**config.mk**
```make
export PLATFORM = sky130hd
export DESIGN_NAME = ts_information_descriptor_parser
export DESIGN_NICKNAME = d
export VERILOG_FILES = /design/src/hw/rtl/tsid_pkg.sv /design/src/hw/rtl/tsid_parse.sv /design/src/hw/rtl/tsid_outq.sv /design/src/hw/rtl/ts_information_descriptor_parser.sv
export SDC_FILE = /design/constraint.sdc
export NUM_CORES = 1
export LEC_CHECK = 0
export BUFFER_PORTS_ARGS = -buffer_cell sky130_fd_sc_hd__buf_2
export CAP_MARGIN = 0
export CORE_ASPECT_RATIO = 0.6
export CORE_MARGIN = 5
export CORE_UTILIZATION = 60
export DETAILED_ROUTE_END_ITERATION = 10
export GPL_ROUTABILITY_DRIVEN = 0
export PLACE_DENSITY = 0.8
export SETUP_SLACK_MARGIN = 0.5
export SLEW_MARGIN = 20
export SYNTH_ARGS = -nofsm -noshare
export SYNTH_HDL_FRONTEND = slang
export SYNTH_SLANG_ARGS = --single-unit
```
**constraint.sdc**
```tcl
create_clock -name clk -period 8.6 [get_ports clk]
set_input_delay 1.72 -clock clk [delete_from_list [all_inputs] [get_ports clk]]
set_output_delay 1.72 -clock clk [all_outputs]
set_load 0.01 [all_outputs]
```
**src/hw/rtl/tsid_pkg.sv**
```systemverilog
`default_nettype none

package tsid_pkg;

	// Result kinds
	localparam logic [2:0] KIND_KEY_ID        = 3'd0;
	localparam logic [2:0] KIND_NAME_LENGTH   = 3'd1;
	localparam logic [2:0] KIND_ENTRY_COUNT   = 3'd2;
	localparam logic [2:0] KIND_NAME_CHAR     = 3'd3;
	localparam logic [2:0] KIND_TYPE_INFO     = 3'd4;
	localparam logic [2:0] KIND_SERVICE_COUNT = 3'd5;
	localparam logic [2:0] KIND_SERVICE_ID    = 3'd6;
	localparam logic [2:0] KIND_END           = 3'd7;

	// End status codes
	localparam logic [2:0] STAT_OK         = 3'd0;
	localparam logic [2:0] STAT_BAD_TAG    = 3'd1;
	localparam logic [2:0] STAT_ZERO_LEN   = 3'd2;
	localparam logic [2:0] STAT_DATA_SHORT = 3'd3;
	localparam logic [2:0] STAT_OVERRUN    = 3'd4;

	localparam logic [7:0] DEFAULT_TAG      = 8'hCD;
	localparam logic [7:0] NAME_LEN_MASK    = 8'hFC;
	localparam logic [7:0] ENTRY_COUNT_MASK = 8'h03;

	typedef struct packed {
		logic [2:0]  kind;
		logic [15:0] value;
		logic [1:0]  entry;
		logic [7:0]  element;
		logic [2:0]  status;
		logic [8:0]  consumed;
	} result_t;

	// All results caused by one byte; slot 0 goes out first.
	typedef struct packed {
		logic [1:0]        count;
		result_t [2:0]     slot;
	} bundle_t;

endpackage

`default_nettype wire

```
**src/hw/rtl/tsid_parse.sv**
```systemverilog
`default_nettype none

module tsid_parse (
	input  wire logic             clk,
	input  wire logic             arst_n,
	input  wire logic             accept,
	input  wire logic [7:0]       data_byte,
	input  wire logic             first_byte,
	input  wire logic             last_byte,
	input  wire logic [7:0]       expected_tag,
	output tsid_pkg::bundle_t     bundle
);
	import tsid_pkg::*;

	typedef enum logic [3:0] {
		PH_IDLE, PH_LEN, PH_KEY, PH_NAMEINFO, PH_NAME, PH_TYPE,
		PH_COUNT, PH_SIDHI, PH_SIDLO, PH_SKIP, PH_DONE
	} phase_t;

	phase_t      phase_q, phase_d;
	logic [7:0]  declared_length_q, declared_length_d;
	logic [7:0]  body_remaining_q, body_remaining_d;
	logic [5:0]  name_remaining_q, name_remaining_d;
	logic [1:0]  entries_remaining_q, entries_remaining_d;
	logic [1:0]  current_entry_q, current_entry_d;
	logic [7:0]  services_remaining_q, services_remaining_d;
	logic [7:0]  element_counter_q, element_counter_d;
	logic [7:0]  service_high_byte_q, service_high_byte_d;

	logic        has_a, has_b, has_end, in_body;
	logic [2:0]  end_status;
	result_t     res_a, res_b, res_end;

	always_comb begin
		phase_d              = phase_q;
		declared_length_d    = declared_length_q;
		body_remaining_d     = body_remaining_q;
		name_remaining_d     = name_remaining_q;
		entries_remaining_d  = entries_remaining_q;
		current_entry_d      = current_entry_q;
		services_remaining_d = services_remaining_q;
		element_counter_d    = element_counter_q;
		service_high_byte_d  = service_high_byte_q;
		has_a      = 1'b0;
		has_b      = 1'b0;
		has_end    = 1'b0;
		in_body    = 1'b0;
		end_status = STAT_OK;
		res_a      = '0;
		res_b      = '0;

		if (first_byte) begin
			declared_length_d    = '0;
			body_remaining_d     = '0;
			name_remaining_d     = '0;
			entries_remaining_d  = '0;
			current_entry_d      = '0;
			services_remaining_d = '0;
			element_counter_d    = '0;
			service_high_byte_d  = '0;
			if (last_byte) begin
				has_end    = 1'b1;
				end_status = STAT_DATA_SHORT;
			end else if (data_byte != expected_tag) begin
				has_end    = 1'b1;
				end_status = STAT_BAD_TAG;
			end else begin
				phase_d = PH_LEN;
			end
		end else begin
			unique case (phase_q)
				PH_IDLE, PH_DONE: begin
				end
				PH_LEN: begin
					declared_length_d = data_byte;
					if (data_byte == 8'd0) begin
						has_end    = 1'b1;
						end_status = STAT_ZERO_LEN;
					end else if (last_byte) begin
						has_end    = 1'b1;
						end_status = STAT_DATA_SHORT;
					end else begin
						body_remaining_d = data_byte;
						phase_d          = PH_KEY;
					end
				end
				PH_KEY: begin
					in_body     = 1'b1;
					has_a       = 1'b1;
					res_a.kind  = KIND_KEY_ID;
					res_a.value = {8'd0, data_byte};
					phase_d     = PH_NAMEINFO;
				end
				PH_NAMEINFO: begin
					in_body             = 1'b1;
					name_remaining_d    = data_byte[7:2];
					entries_remaining_d = data_byte[1:0];
					current_entry_d     = '0;
					element_counter_d   = '0;
					has_a       = 1'b1;
					res_a.kind  = KIND_NAME_LENGTH;
					res_a.value = {8'd0, data_byte & NAME_LEN_MASK} >> 2;
					has_b       = 1'b1;
					res_b.kind  = KIND_ENTRY_COUNT;
					res_b.value = {8'd0, data_byte & ENTRY_COUNT_MASK};
					if (data_byte[7:2] != 6'd0) begin
						phase_d = PH_NAME;
					end else begin
						phase_d = (data_byte[1:0] != 2'd0) ? PH_TYPE : PH_SKIP;
					end
				end
				PH_NAME: begin
					in_body           = 1'b1;
					has_a             = 1'b1;
					res_a.kind        = KIND_NAME_CHAR;
					res_a.value       = {8'd0, data_byte};
					res_a.element     = element_counter_q;
					element_counter_d = element_counter_q + 8'd1;
					name_remaining_d  = name_remaining_q - 6'd1;
					if (name_remaining_d == 6'd0) begin
						phase_d = (entries_remaining_q != 2'd0) ? PH_TYPE : PH_SKIP;
					end
				end
				PH_TYPE: begin
					in_body     = 1'b1;
					has_a       = 1'b1;
					res_a.kind  = KIND_TYPE_INFO;
					res_a.value = {8'd0, data_byte};
					res_a.entry = current_entry_q;
					phase_d     = PH_COUNT;
				end
				PH_COUNT: begin
					in_body              = 1'b1;
					services_remaining_d = data_byte;
					element_counter_d    = '0;
					has_a       = 1'b1;
					res_a.kind  = KIND_SERVICE_COUNT;
					res_a.value = {8'd0, data_byte};
					res_a.entry = current_entry_q;
					if (data_byte != 8'd0) begin
						phase_d = PH_SIDHI;
					end else begin
						entries_remaining_d = entries_remaining_q - 2'd1;
						current_entry_d     = current_entry_q + 2'd1;
						phase_d = (entries_remaining_d != 2'd0) ? PH_TYPE : PH_SKIP;
					end
				end
				PH_SIDHI: begin
					in_body             = 1'b1;
					service_high_byte_d = data_byte;
					phase_d             = PH_SIDLO;
				end
				PH_SIDLO: begin
					in_body              = 1'b1;
					has_a                = 1'b1;
					res_a.kind           = KIND_SERVICE_ID;
					res_a.value          = {service_high_byte_q, data_byte};
					res_a.entry          = current_entry_q;
					res_a.element        = element_counter_q;
					element_counter_d    = element_counter_q + 8'd1;
					services_remaining_d = services_remaining_q - 8'd1;
					if (services_remaining_d != 8'd0) begin
						phase_d = PH_SIDHI;
					end else begin
						entries_remaining_d = entries_remaining_q - 2'd1;
						current_entry_d     = current_entry_q + 2'd1;
						phase_d = (entries_remaining_d != 2'd0) ? PH_TYPE : PH_SKIP;
					end
				end
				PH_SKIP: begin
					in_body = 1'b1;
				end
				default: begin
				end
			endcase

			// Every body byte uses up one byte of the declared length.
			if (in_body) begin
				body_remaining_d = body_remaining_q - 8'd1;
				if (body_remaining_d == 8'd0) begin
					has_end    = 1'b1;
					end_status = (phase_d == PH_SKIP) ? STAT_OK : STAT_OVERRUN;
				end else if (last_byte) begin
					has_end    = 1'b1;
					end_status = STAT_DATA_SHORT;
				end
			end
		end

		if (has_end) begin
			phase_d = PH_DONE;
		end
	end

	always_comb begin
		res_end          = '0;
		res_end.kind     = KIND_END;
		res_end.status   = end_status;
		res_end.consumed = (end_status == STAT_OK) ? 9'd2 + {1'b0, declared_length_d} : 9'd0;

		// Results are packed towards slot 0 in emission order.
		bundle.count   = {1'b0, has_a} + {1'b0, has_b} + {1'b0, has_end};
		bundle.slot[0] = has_a ? res_a : res_end;
		bundle.slot[1] = has_b ? res_b : res_end;
		bundle.slot[2] = res_end;
	end

	always_ff @(posedge clk or negedge arst_n) begin
		if (!arst_n) begin
			phase_q              <= PH_IDLE;
			declared_length_q    <= '0;
			body_remaining_q     <= '0;
			name_remaining_q     <= '0;
			entries_remaining_q  <= '0;
			current_entry_q      <= '0;
			services_remaining_q <= '0;
			element_counter_q    <= '0;
			service_high_byte_q  <= '0;
		end else if (accept) begin
			phase_q              <= phase_d;
			declared_length_q    <= declared_length_d;
			body_remaining_q     <= body_remaining_d;
			name_remaining_q     <= name_remaining_d;
			entries_remaining_q  <= entries_remaining_d;
			current_entry_q      <= current_entry_d;
			services_remaining_q <= services_remaining_d;
			element_counter_q    <= element_counter_d;
			service_high_byte_q  <= service_high_byte_d;
		end
	end

endmodule

`default_nettype wire

```
**src/hw/rtl/tsid_outq.sv**
```systemverilog
`default_nettype none

module tsid_outq (
	input  wire logic              clk,
	input  wire logic              arst_n,
	input  wire logic              push,
	input  wire tsid_pkg::bundle_t push_bundle,
	output logic                   full,
	output logic                   out_valid,
	input  wire logic              out_stall,
	output tsid_pkg::result_t      out_result,
	output logic                   out_last
);
	import tsid_pkg::*;

	bundle_t     bundle_q [2];
	logic        wr_ptr_q, rd_ptr_q;
	logic [1:0]  cnt_q;
	logic [1:0]  sel_q;
	logic        pop;
	bundle_t     head;

	assign head       = bundle_q[rd_ptr_q];
	assign full       = (cnt_q == 2'd2);
	assign out_valid  = (cnt_q != 2'd0);
	assign out_result = head.slot[sel_q];
	assign out_last   = (sel_q == head.count - 2'd1);
	assign pop        = out_valid && !out_stall && out_last;

	always_ff @(posedge clk) begin
		if (push) begin
			bundle_q[wr_ptr_q] <= push_bundle;
		end
	end

	always_ff @(posedge clk or negedge arst_n) begin
		if (!arst_n) begin
			wr_ptr_q <= 1'b0;
			rd_ptr_q <= 1'b0;
			cnt_q    <= '0;
			sel_q    <= '0;
		end else begin
			if (push) begin
				wr_ptr_q <= !wr_ptr_q;
			end
			if (pop) begin
				rd_ptr_q <= !rd_ptr_q;
			end
			cnt_q <= cnt_q + {1'b0, push} - {1'b0, pop};
			if (out_valid && !out_stall) begin
				sel_q <= out_last ? 2'd0 : sel_q + 2'd1;
			end
		end
	end

endmodule

`default_nettype wire

```
**src/hw/rtl/ts_information_descriptor_parser.sv**
```systemverilog
// The results of a byte are registered in the result queue and offered in order from there.
// One byte per cycle unless full; the output holds a byte's results until the last is taken.
// A two-entry result queue takes the results of up to two bytes while the output is stalled.
// Reset (arst_n, asynchronous, active low) returns the parser to idle, empties the queue
// and sets the expected tag to 0xCD.
`default_nettype none

module ts_information_descriptor_parser (
	input  wire logic        clk,
	input  wire logic        arst_n,
	input  wire logic        cfg_we,
	input  wire logic [7:0]  cfg_wdata,
	input  wire logic        in_valid,
	output logic             in_stall,
	input  wire logic [7:0]  data_byte,
	input  wire logic        first_byte,
	input  wire logic        last_byte,
	output logic             out_valid,
	input  wire logic        out_stall,
	output logic [2:0]       field_kind,
	output logic [15:0]      field_value,
	output logic [1:0]       entry_index,
	output logic [7:0]       element_index,
	output logic [2:0]       status,
	output logic [8:0]       consumed_length,
	output logic             last
);
	import tsid_pkg::*;

	logic [7:0] expected_tag_q;
	logic       accept;
	logic       full;
	bundle_t    bundle;
	result_t    result;

	always_ff @(posedge clk or negedge arst_n) begin
		if (!arst_n) begin
			expected_tag_q <= DEFAULT_TAG;
		end else if (cfg_we) begin
			expected_tag_q <= cfg_wdata;
		end
	end

	assign in_stall = full;
	assign accept   = in_valid && !full;

	tsid_parse u_parse (
		.clk          (clk),
		.arst_n       (arst_n),
		.accept       (accept),
		.data_byte    (data_byte),
		.first_byte   (first_byte),
		.last_byte    (last_byte),
		.expected_tag (expected_tag_q),
		.bundle       (bundle)
	);

	tsid_outq u_outq (
		.clk         (clk),
		.arst_n      (arst_n),
		.push        (accept && (bundle.count != 2'd0)),
		.push_bundle (bundle),
		.full        (full),
		.out_valid   (out_valid),
		.out_stall   (out_stall),
		.out_result  (result),
		.out_last    (last)
	);

	assign field_kind      = result.kind;
	assign field_value     = result.value;
	assign entry_index     = result.entry;
	assign element_index   = result.element;
	assign status          = result.status;
	assign consumed_length = result.consumed;

endmodule

`default_nettype wire

```
Word-level counts from Yosys, hierarchy flattened
Memory sizes are Yosys's and may differ from the RTL's.
Cells that the tools add are included.
{"block": "totals", "regBits": 68, "mem_bits_rw": 192, "out_inout_bits": 44, "word_cells": 163, "n_memories": 1}
{"block": "op_classes", "add_sub_neg": 13, "n_lt_le_gt_ge": 1, "eq_ne": 19, "muxes": 77, "n_reduce_logical": 38}
{"memory": "u_outq.bundle_q", "depth": 2, "word_bits": 96, "read_ports": 1, "rd_clocked_by_memory_dff": 0, "write_ports": 1, "line_no": "tsid_outq.sv:16", "source": "bundle_t bundle_q [2];"}
{"cell": "2-to-1 mux 41 bit", "count": 3}
{"cell": "one-hot mux 19 bit (6 select lines)", "count": 1}
{"cell": "2-to-1 mux 8 bit", "count": 12}
{"cell": "binary-select mux 41 bit (select 2 bit)", "count": 1}
{"cell": "2-to-1 mux 4 bit", "count": 14}
{"cell": "one-hot mux 4 bit (8 select lines)", "count": 1}
{"cell": "one-hot mux 8 bit (2 select lines)", "count": 2}
{"cell": "2-to-1 mux 29 bit", "count": 1}
{"cell": "2-to-1 mux 3 bit", "count": 7}
{"cell": "2-to-1 mux 2 bit", "count": 10}
{"cell": "2-to-1 mux 19 bit", "count": 1}
{"cell": "2-to-1 mux 1 bit", "count": 18}
{"cell": "2-to-1 mux 18 bit", "count": 1}
{"cell": "equality test 4 x 3 -> 1 bit, second input constant", "count": 4}
{"cell": "logical NOT 8 bit", "count": 2}
{"cell": "nonzero test 8 bit", "count": 2}
{"cell": "subtractor 8 x 1 -> 8 bit, second input constant", "count": 2}
{"cell": "equality test 4 bit, second input constant", "count": 3}
{"cell": "one-hot mux 2 bit (3 select lines)", "count": 2}
{"cell": "one-hot mux 6 bit (2 select lines)", "count": 1}
{"cell": "nonzero test 2 bit", "count": 6}
{"cell": "nonzero test 3 bit", "count": 4}
{"cell": "adder 2 x 8 -> 9 bit, first input constant", "count": 1}
{"cell": "2-to-1 mux 9 bit", "count": 1}
{"cell": "other kinds (29)", "count": 48}

Logic depth before layout (Yosys ltp)
Gate-level depths: netlist (run 1).
{"block": "logic_depth", "word_depth": 14, "mapped_depth": 15, "depth_no_buf": 15}

By module
Synthesis (run 1) repeated with hierarchy kept, for this count alone.
{"block": "hier_totals", "hier_cells": 1149, "hier_area_um2": 15061.9}
{"mod": "tsid_outq", "instances": 1, "cells_each": 477, "area_per_inst_um2": 9790.6, "seq_area_each_um2": 7657.3}
{"mod": "tsid_parse", "instances": 1, "cells_each": 653, "area_per_inst_um2": 4919.7, "seq_area_each_um2": 1351.3}
{"mod": "ts_information_descriptor_parser", "instances": 1, "cells_each": 19, "area_per_inst_um2": 351.6, "seq_area_each_um2": 206.4}

Worst setup path before layout (run 1)
OpenSTA, ideal clock, no wires.
{"block": "synth_timing", "kind": "input -> register", "start": "in data_byte[5]", "end": "mem u_outq.bundle_q[0][0] (netlist name), enable pin", "t_arrival_ps": 6668, "t_required_ps": 8101, "slack_ps": 1433, "path_stages": 10, "path_buffers": 1, "cell_sequence": "buf_1 xnor2_1 nand4_1 nor4_1 a31oi_1 a21oi_1 fa_1 inv_1 o21ai_0 nor2_1"}
{"item": "from (decl)", "line_no": "ts_information_descriptor_parser.sv:15", "source": "input wire logic [7:0] data_byte,"}
{"item": "to (decl)", "line_no": "tsid_outq.sv:16"}

==> impl_metrics.env, run 1 <==
export IMPL_outcome="completed"
export IMPL_n_fill_cell=1267
export IMPL_synth_edff_count=140
export IMPL_grt_overflow=0
export IMPL_r2r_start="u_parse.phase_q[3]"
export IMPL_synthArstFlopShare_pct=32.7
export IMPL_post_cts_buffers=0
export IMPL_grt_usage_pct=24.4
export IMPL_antenna_cells=0
export IMPL_maxUsedRoutingLayer="met4"
export IMPL_grt_pass1_vias=6998
export IMPL_min_delay_start="u_parse.service_high_byte_q[3]"
export IMPL_cts_tree="done"
export IMPL_insertion_delay_ns=0.49
export IMPL_io_pins=67
export IMPL_crit_required_ns=8.76
export IMPL_cts_sinks=208
export IMPL_slew_violations=0
export IMPL_synthCells=931
export IMPL_fmax_mhz=173
export IMPL_portBuffers=66
export IMPL_core_area_sq_um=17000
export IMPL_synth_compound_area_share_pct=11.0
export IMPL_multi_input_area_sq_um=4050
export IMPL_hold_ws_ns=0.484
export IMPL_instances_no_fill=1218
export IMPL_min_period_ns=5.78
export IMPL_setup_tns_ns=0
export IMPL_start_util_pct=60.6
export IMPL_p_leak_nw=4.53
export IMPL_wl_met2_microns=10200
export IMPL_fin_ws_ns=2.82
export IMPL_utilization_pct=67.6
export IMPL_hold_violations=0
export IMPL_critPathKind="input pin to register"
export IMPL_yosys_warnings=0
export IMPL_seq_area_sq_um=5920
export IMPL_synth_top_family_by_area="simple AND/OR/NAND/NOR gates"
export IMPL_grt_pass1_wl_microns=39000
export IMPL_end_kind="register"
export IMPL_dr_pass1_iters=5
export IMPL_wl_met3_microns=2680
export IMPL_hold_buffers=0
export IMPL_root_buffer="clkbuf_16"
export IMPL_pre_cts_ws_ns=2.44
export IMPL_drtIter0Drc=1048
export IMPL_htree_levels=1
export IMPL_hold_class="register to register"
export IMPL_pwr_density_cell_nw_per_um2=354
export IMPL_finalCritPeriodShare_pct=67.2
export IMPL_die_height_microns=111
export IMPL_rsz0062_at_grt="false"
export IMPL_wl_per_cell_microns=20.0
export IMPL_ys_seq_area_share_pct=57.4
export IMPL_mostFrequentLayoutCell="edfxtp_1"
export IMPL_synthToLayoutAreaGrowth_pct=11.5
export IMPL_synthFlopType="edfxtp_1"
export IMPL_dieArea_sq_um=20000
export IMPL_vias=7581
export IMPL_cts_buffer_depth=3
export IMPL_final_cell_mix="140 x edfxtp_1, 105 x nor2_1, 78 x nand2_1, 77 x o21ai_0, 66 x buf_2"
export IMPL_cp_startpoint="first_byte"
export IMPL_syn_area_sq_um=10300
export IMPL_crit_arrival_ns=5.95
export IMPL_cp_max_fo=41
export IMPL_cts_resized=0
export IMPL_drt_met1_wl_microns=11100
export IMPL_worstMarginPinSlew_ns=1.06
export IMPL_fin_nets=1008
export IMPL_placed_area_sq_um=10800
export IMPL_synth_fa_ha_area_share_pct=1.65
export IMPL_grt_max_degree=69
export IMPL_drv_cap=0
export IMPL_final_layout_size_suffix_gt1_share_pct=15.9
export IMPL_peakVddDrop_mv=0.186
export IMPL_stdcell_area_sq_um=11500
export IMPL_synthSimpleGateAreaFrac_pct=15.9
export IMPL_die_w_microns=179
export IMPL_p_total_mw=4.07
export IMPL_placed_cells=1185
export IMPL_cp_start_kind="input pin"
export IMPL_drc_errors=0
export IMPL_antenna_found_initial=0
export IMPL_cts_buffers_inserted=19
export IMPL_final_setup_viol_count=0
export IMPL_synth_avg_cell_area_sq_um=11.1
export IMPL_dp_hpwl_microns=16300
export IMPL_worst_clock_skew_ns=0.0139
export IMPL_syn_num_nets=967
export IMPL_synth_xor_area_share_pct=2.38
export IMPL_core_rowCount=37
export IMPL_drt_wl_total_microns=24300
export IMPL_ys_ff_latch=208
export IMPL_clkTransAtPathRegs_ns=0.06
export IMPL_muxShareOfSynthArea_pct=8.21
export IMPL_ant_nets=0
export IMPL_post_drt_via_cell_ratio=6.22
export IMPL_yosys_cell_types_count=60
export IMPL_max_slew_margin_pct=29.6
-- final timing paths --
kind,end,slack [ns],depth (start not counted)
setup / recovery,u_outq.bundle_q[0][90],2.82,10
hold / removal,u_parse.service_high_byte_q[3],0.48,2
setup reg to reg,u_outq.bundle_q[0][90],3.73,11
hold reg to reg,u_parse.service_high_byte_q[3],0.48,2
max in group asynchronous,u_outq.rd_ptr_q,6.47,2
min in group asynchronous,u_parse.service_high_byte_q[7],1.46,2
-- Yosys cell counts, types with 5 or more instances --
cell type / instances / area (sq um)
edfxtp_1: 140 / 4200
nor2_1: 107 / 402
nand2_1: 78 / 293
o21ai_0: 77 / 385
dfrtp_1: 63 / 1580
a21oi_1: 55 / 275
mux2i_1: 44 / 440
clkbuf_1: 43 / 161
inv_1: 33 / 124
nand3_1: 24 / 120
and3_1: 17 / 106
xnor2_1: 17 / 149
and2_1: 16 / 100
mux4_2: 14 / 315
nand2b_1: 14 / 87.6
o22ai_1: 14 / 87.6
nor3_1: 13 / 65.1
ha_1: 12 / 150
buf_1: 11 / 41.3
xor2_1: 11 / 96.3
a22oi_1: 10 / 75.1
nor2b_1: 10 / 62.6
nor4_1: 10 / 62.6
mux2_2: 8 / 90.1
o31ai_1: 8 / 60.1
or3_1: 8 / 50.1
dfstp_2: 5 / 131
or4_1: 5 / 37.5
-- layer usage --
metal / global-route usage [%] / vias up
met4: 3.96 / 0
met1: 40.2 / 3648
met3: 5.70 / 56
li1: - / 3459
met2: 33.6 / 418
met5: 0 / -
-- flip-flops by register name (all words and copies together), names as in the netlist --
register	cells
u_outq.wr_ptr_q	1
u_outq.bundle_q	140
u_parse.element_counter_q	8
u_outq.rd_ptr_q	1
u_parse.name_remaining_q	6
u_parse.current_entry_q	2
u_parse.entries_remaining_q	2
u_parse.service_high_byte_q	8
u_outq.cnt_q	2
u_parse.body_remaining_q	8
u_parse.services_remaining_q	8
u_parse.phase_q	4
expected_tag_q	8
u_outq.sel_q	2
u_parse.declared_length_q	8
-- where the power goes --
group / switching, mW / internal, mW / total [mW]
clock: 0.362 / 0.518 / 0.880
sequential: 0.272 / 1.39 / 1.66
combinational: 0.913 / 0.613 / 1.53
-- area by class of cell --
cell class | instances | area share, %
multi-input combinational | 630 | 35.2
timing repair buffer | 78 | 3.77
clock buffer | 27 | 5.21
clock inverter | 6 | 0.588
inverter | 35 | 1.14
tap | 234 | 2.55
sequential | 208 | 51.5
-- kinds of logic after synthesis --
family / after synthesis
flops: 208
buf+inv: 93
xor+xnor: 28
fa+ha+maj: 13
mux: 66
simple gates: 328
compound gates: 195
-- worst max-delay path, cell delays in order --
cell and delay, ns:
buf_2 0.61, clkinv_1 0.15, buf_4 0.26, a31oi_1 0.68, a21oi_1 0.25, fa_1 0.51
inv_1 0.10, o21ai_0 0.35, nor2_4 0.84, buf_4 0.43
Power figures use the tool's default switching activity.
==> run 2, diff against run 1 <==
--- a/config.mk
+++ b/config.mk
@@ -9,10 +9,10 @@
 export CAP_MARGIN = 0
 export CORE_ASPECT_RATIO = 0.6
 export CORE_MARGIN = 5
-export CORE_UTILIZATION = 60
+export CORE_UTILIZATION = 55
 export DETAILED_ROUTE_END_ITERATION = 10
 export GPL_ROUTABILITY_DRIVEN = 0
-export PLACE_DENSITY = 0.8
+export PLACE_DENSITY = 0.77
 export SETUP_SLACK_MARGIN = 0.5
 export SLEW_MARGIN = 20
 export SYNTH_ARGS = -nofsm -noshare
==> constraint.sdc (replaced) <==
create_clock -name clk -period 4.9 [get_ports clk]
set_input_delay 0.98 -clock clk [delete_from_list [all_inputs] [get_ports clk]]
set_output_delay 0.98 -clock clk [all_outputs]
set_load 0.01 [all_outputs]
==> run 2 against run 1 <==
Compared with the run above:
- utilization shrank 4.0 points
- combinational power is 78% higher
- highest routed layer unchanged
- sequential power up 75%
- clock power grew 90%
- final cell count is 1.4% higher
- largest cell class unchanged
- non-clock buffer count is 8 higher
- flip-flop and latch count unchanged
==> impl_metrics.env, run 2 (synthesis gave the netlist of run 1 again) <==
export IMPL_drtIter0Drc=1126
export IMPL_stdcell_area_sq_um=11600
export IMPL_core_area_sq_um=18200
export IMPL_root_buffer="clkbuf_16"
export IMPL_setup_tns_ns=0
export IMPL_final_cell_mix="140 x edfxtp_1, 105 x nor2_1, 78 x nand2_1, 76 x o21ai_0, 66 x buf_2"
export IMPL_hold_buffers=0
export IMPL_grt_pass1_vias=7049
export IMPL_placed_cells=1199
export IMPL_final_setup_viol_count=0
export IMPL_vias=7566
export IMPL_core_rowCount=38
export IMPL_finalCritPeriodShare_pct=82.6
export IMPL_worst_clock_skew_ns=0.0133
export IMPL_cts_buffer_depth=3
export IMPL_grt_max_degree=59
export IMPL_worstMarginPinSlew_ns=1.06
export IMPL_final_layout_size_suffix_gt1_share_pct=16.5
export IMPL_post_drt_via_cell_ratio=6.13
export IMPL_slew_violations=0
export IMPL_crit_arrival_ns=4.47
export IMPL_cts_sinks=208
export IMPL_hold_violations=0
export IMPL_clkTransAtPathRegs_ns=0.06
export IMPL_outcome="completed"
export IMPL_min_period_ns=4.05
export IMPL_cp_buffers_inverters=3
export IMPL_dieArea_sq_um=21700
export IMPL_cp_slowest_cell="or3b_2"
export IMPL_hold_class="register to register"
export IMPL_drc_errors=0
export IMPL_dr_pass1_iters=6
export IMPL_crit_required_ns=5.32
export IMPL_cp_startpoint="u_parse.phase_q[1]"
export IMPL_io_pins=67
export IMPL_wl_per_cell_microns=20.1
export IMPL_cts_tree="done"
export IMPL_mostFrequentLayoutCell="edfxtp_1"
export IMPL_critPathTopFamily="adder cells"
export IMPL_pwr_density_cell_nw_per_um2=630
export IMPL_utilization_pct=63.6
export IMPL_grt_usage_pct=23.0
export IMPL_r2r_start="u_parse.phase_q[1]"
export IMPL_cp_start_kind="register"
export IMPL_htree_levels=1
export IMPL_post_cts_buffers=0
export IMPL_drv_cap=0
export IMPL_portBuffers=66
export IMPL_cp_max_fo=21
export IMPL_instances_no_fill=1235
export IMPL_insertion_delay_ns=0.50
export IMPL_largest_reg_flops=140
export IMPL_synthToLayoutAreaGrowth_pct=12.5
export IMPL_ant_nets=0
export IMPL_min_delay_start="u_parse.service_high_byte_q[2]"
export IMPL_die_w_microns=187
export IMPL_critPathKind="register to register"
export IMPL_max_slew_margin_pct=29.3
export IMPL_drt_wl_total_microns=24900
export IMPL_rsz0062_at_grt="false"
export IMPL_fin_nets=1017
export IMPL_path_cells="or3b_2, a21oi_1, nor2_1, nor2_1, clkinv_1, fa_1, inv_1, o21ai_1, ha_1, inv_1, ha_1, xnor2_1, xnor2_1"
export IMPL_dp_hpwl_microns=17100
export IMPL_grt_pass1_wl_microns=40000
export IMPL_n_fill_cell=1401
export IMPL_peakVddDrop_mv=0.336
export IMPL_cts_resized=0
export IMPL_regMostFlops="u_outq.bundle_q"
export IMPL_antenna_cells=0
export IMPL_grt_overflow=0
export IMPL_antenna_found_initial=0
export IMPL_hold_ws_ns=0.473
export IMPL_multi_input_area_sq_um=4050
export IMPL_p_leak_nw=4.59
export IMPL_seq_area_sq_um=5920
export IMPL_placed_area_sq_um=10900
export IMPL_fmax_mhz=247
export IMPL_start_util_pct=56.6
export IMPL_die_height_microns=116
export IMPL_cts_buffers_inserted=20
export IMPL_crit_path_max_incr_delay_ns=0.60
export IMPL_end_kind="register"
-- run 2: cell count changes in the layout (fill, tap and decap cells not counted), sizes merged --
cell and delta:
clkinv +5, buf +8, clkbuf -3, bufinv +3
clkinvlp -2
-- run 2: final timing paths --
check                                                  to  slack [ns]  cells after the start
max                                       u_outq.cnt_q[1]        0.85                     13
min                        u_parse.service_high_byte_q[2]        0.47                      2
max reg2reg                               u_outq.cnt_q[1]        0.85                     13
min reg2reg                u_parse.service_high_byte_q[2]        0.47                      2
max in group asynchronous    u_parse.declared_length_q[5]        3.41                      2
min in group asynchronous  u_parse.service_high_byte_q[0]        0.49                      1
-- run 2: through the flow --
stage                     total power, mW  setup slack, ns
after floorplan                      4.70            0.515
after global placement               5.57            0.711
after detailed placement             5.62            0.548
after CTS                            7.30            0.825
after global routing                 7.74            0.550
final                                7.30            0.851
-- run 2: tightest hold or removal path: stages (launching register included) --
cell and delay (ns):
dfrtp_1 0.34, nand2_1 0.04, o21ai_0 0.06
-- run 2: power by group --
group | total, mW | internal, mW | switching, mW
clock | 1.67 | 1.01 | 0.659
combinational | 2.73 | 1.09 | 1.64
sequential | 2.90 | 2.44 | 0.456
-- run 2: layout make-up --
cell class	instances	share of cell area, %
clock inverter	12	1.40
timing repair buffer	86	4.15
multi-input combinational	630	34.9
clock buffer	24	4.72
inverter	35	1.13
sequential	208	51.1
tap	240	2.59
-- run 2: layer usage --
layer	routed length, microns	track usage [%]	share of wire (%)
met1	11500	37.4	46
met2	9930	31.7	40
met3	2910	5.12	12
met4	468	4.46	1.9
met5	0	0	0
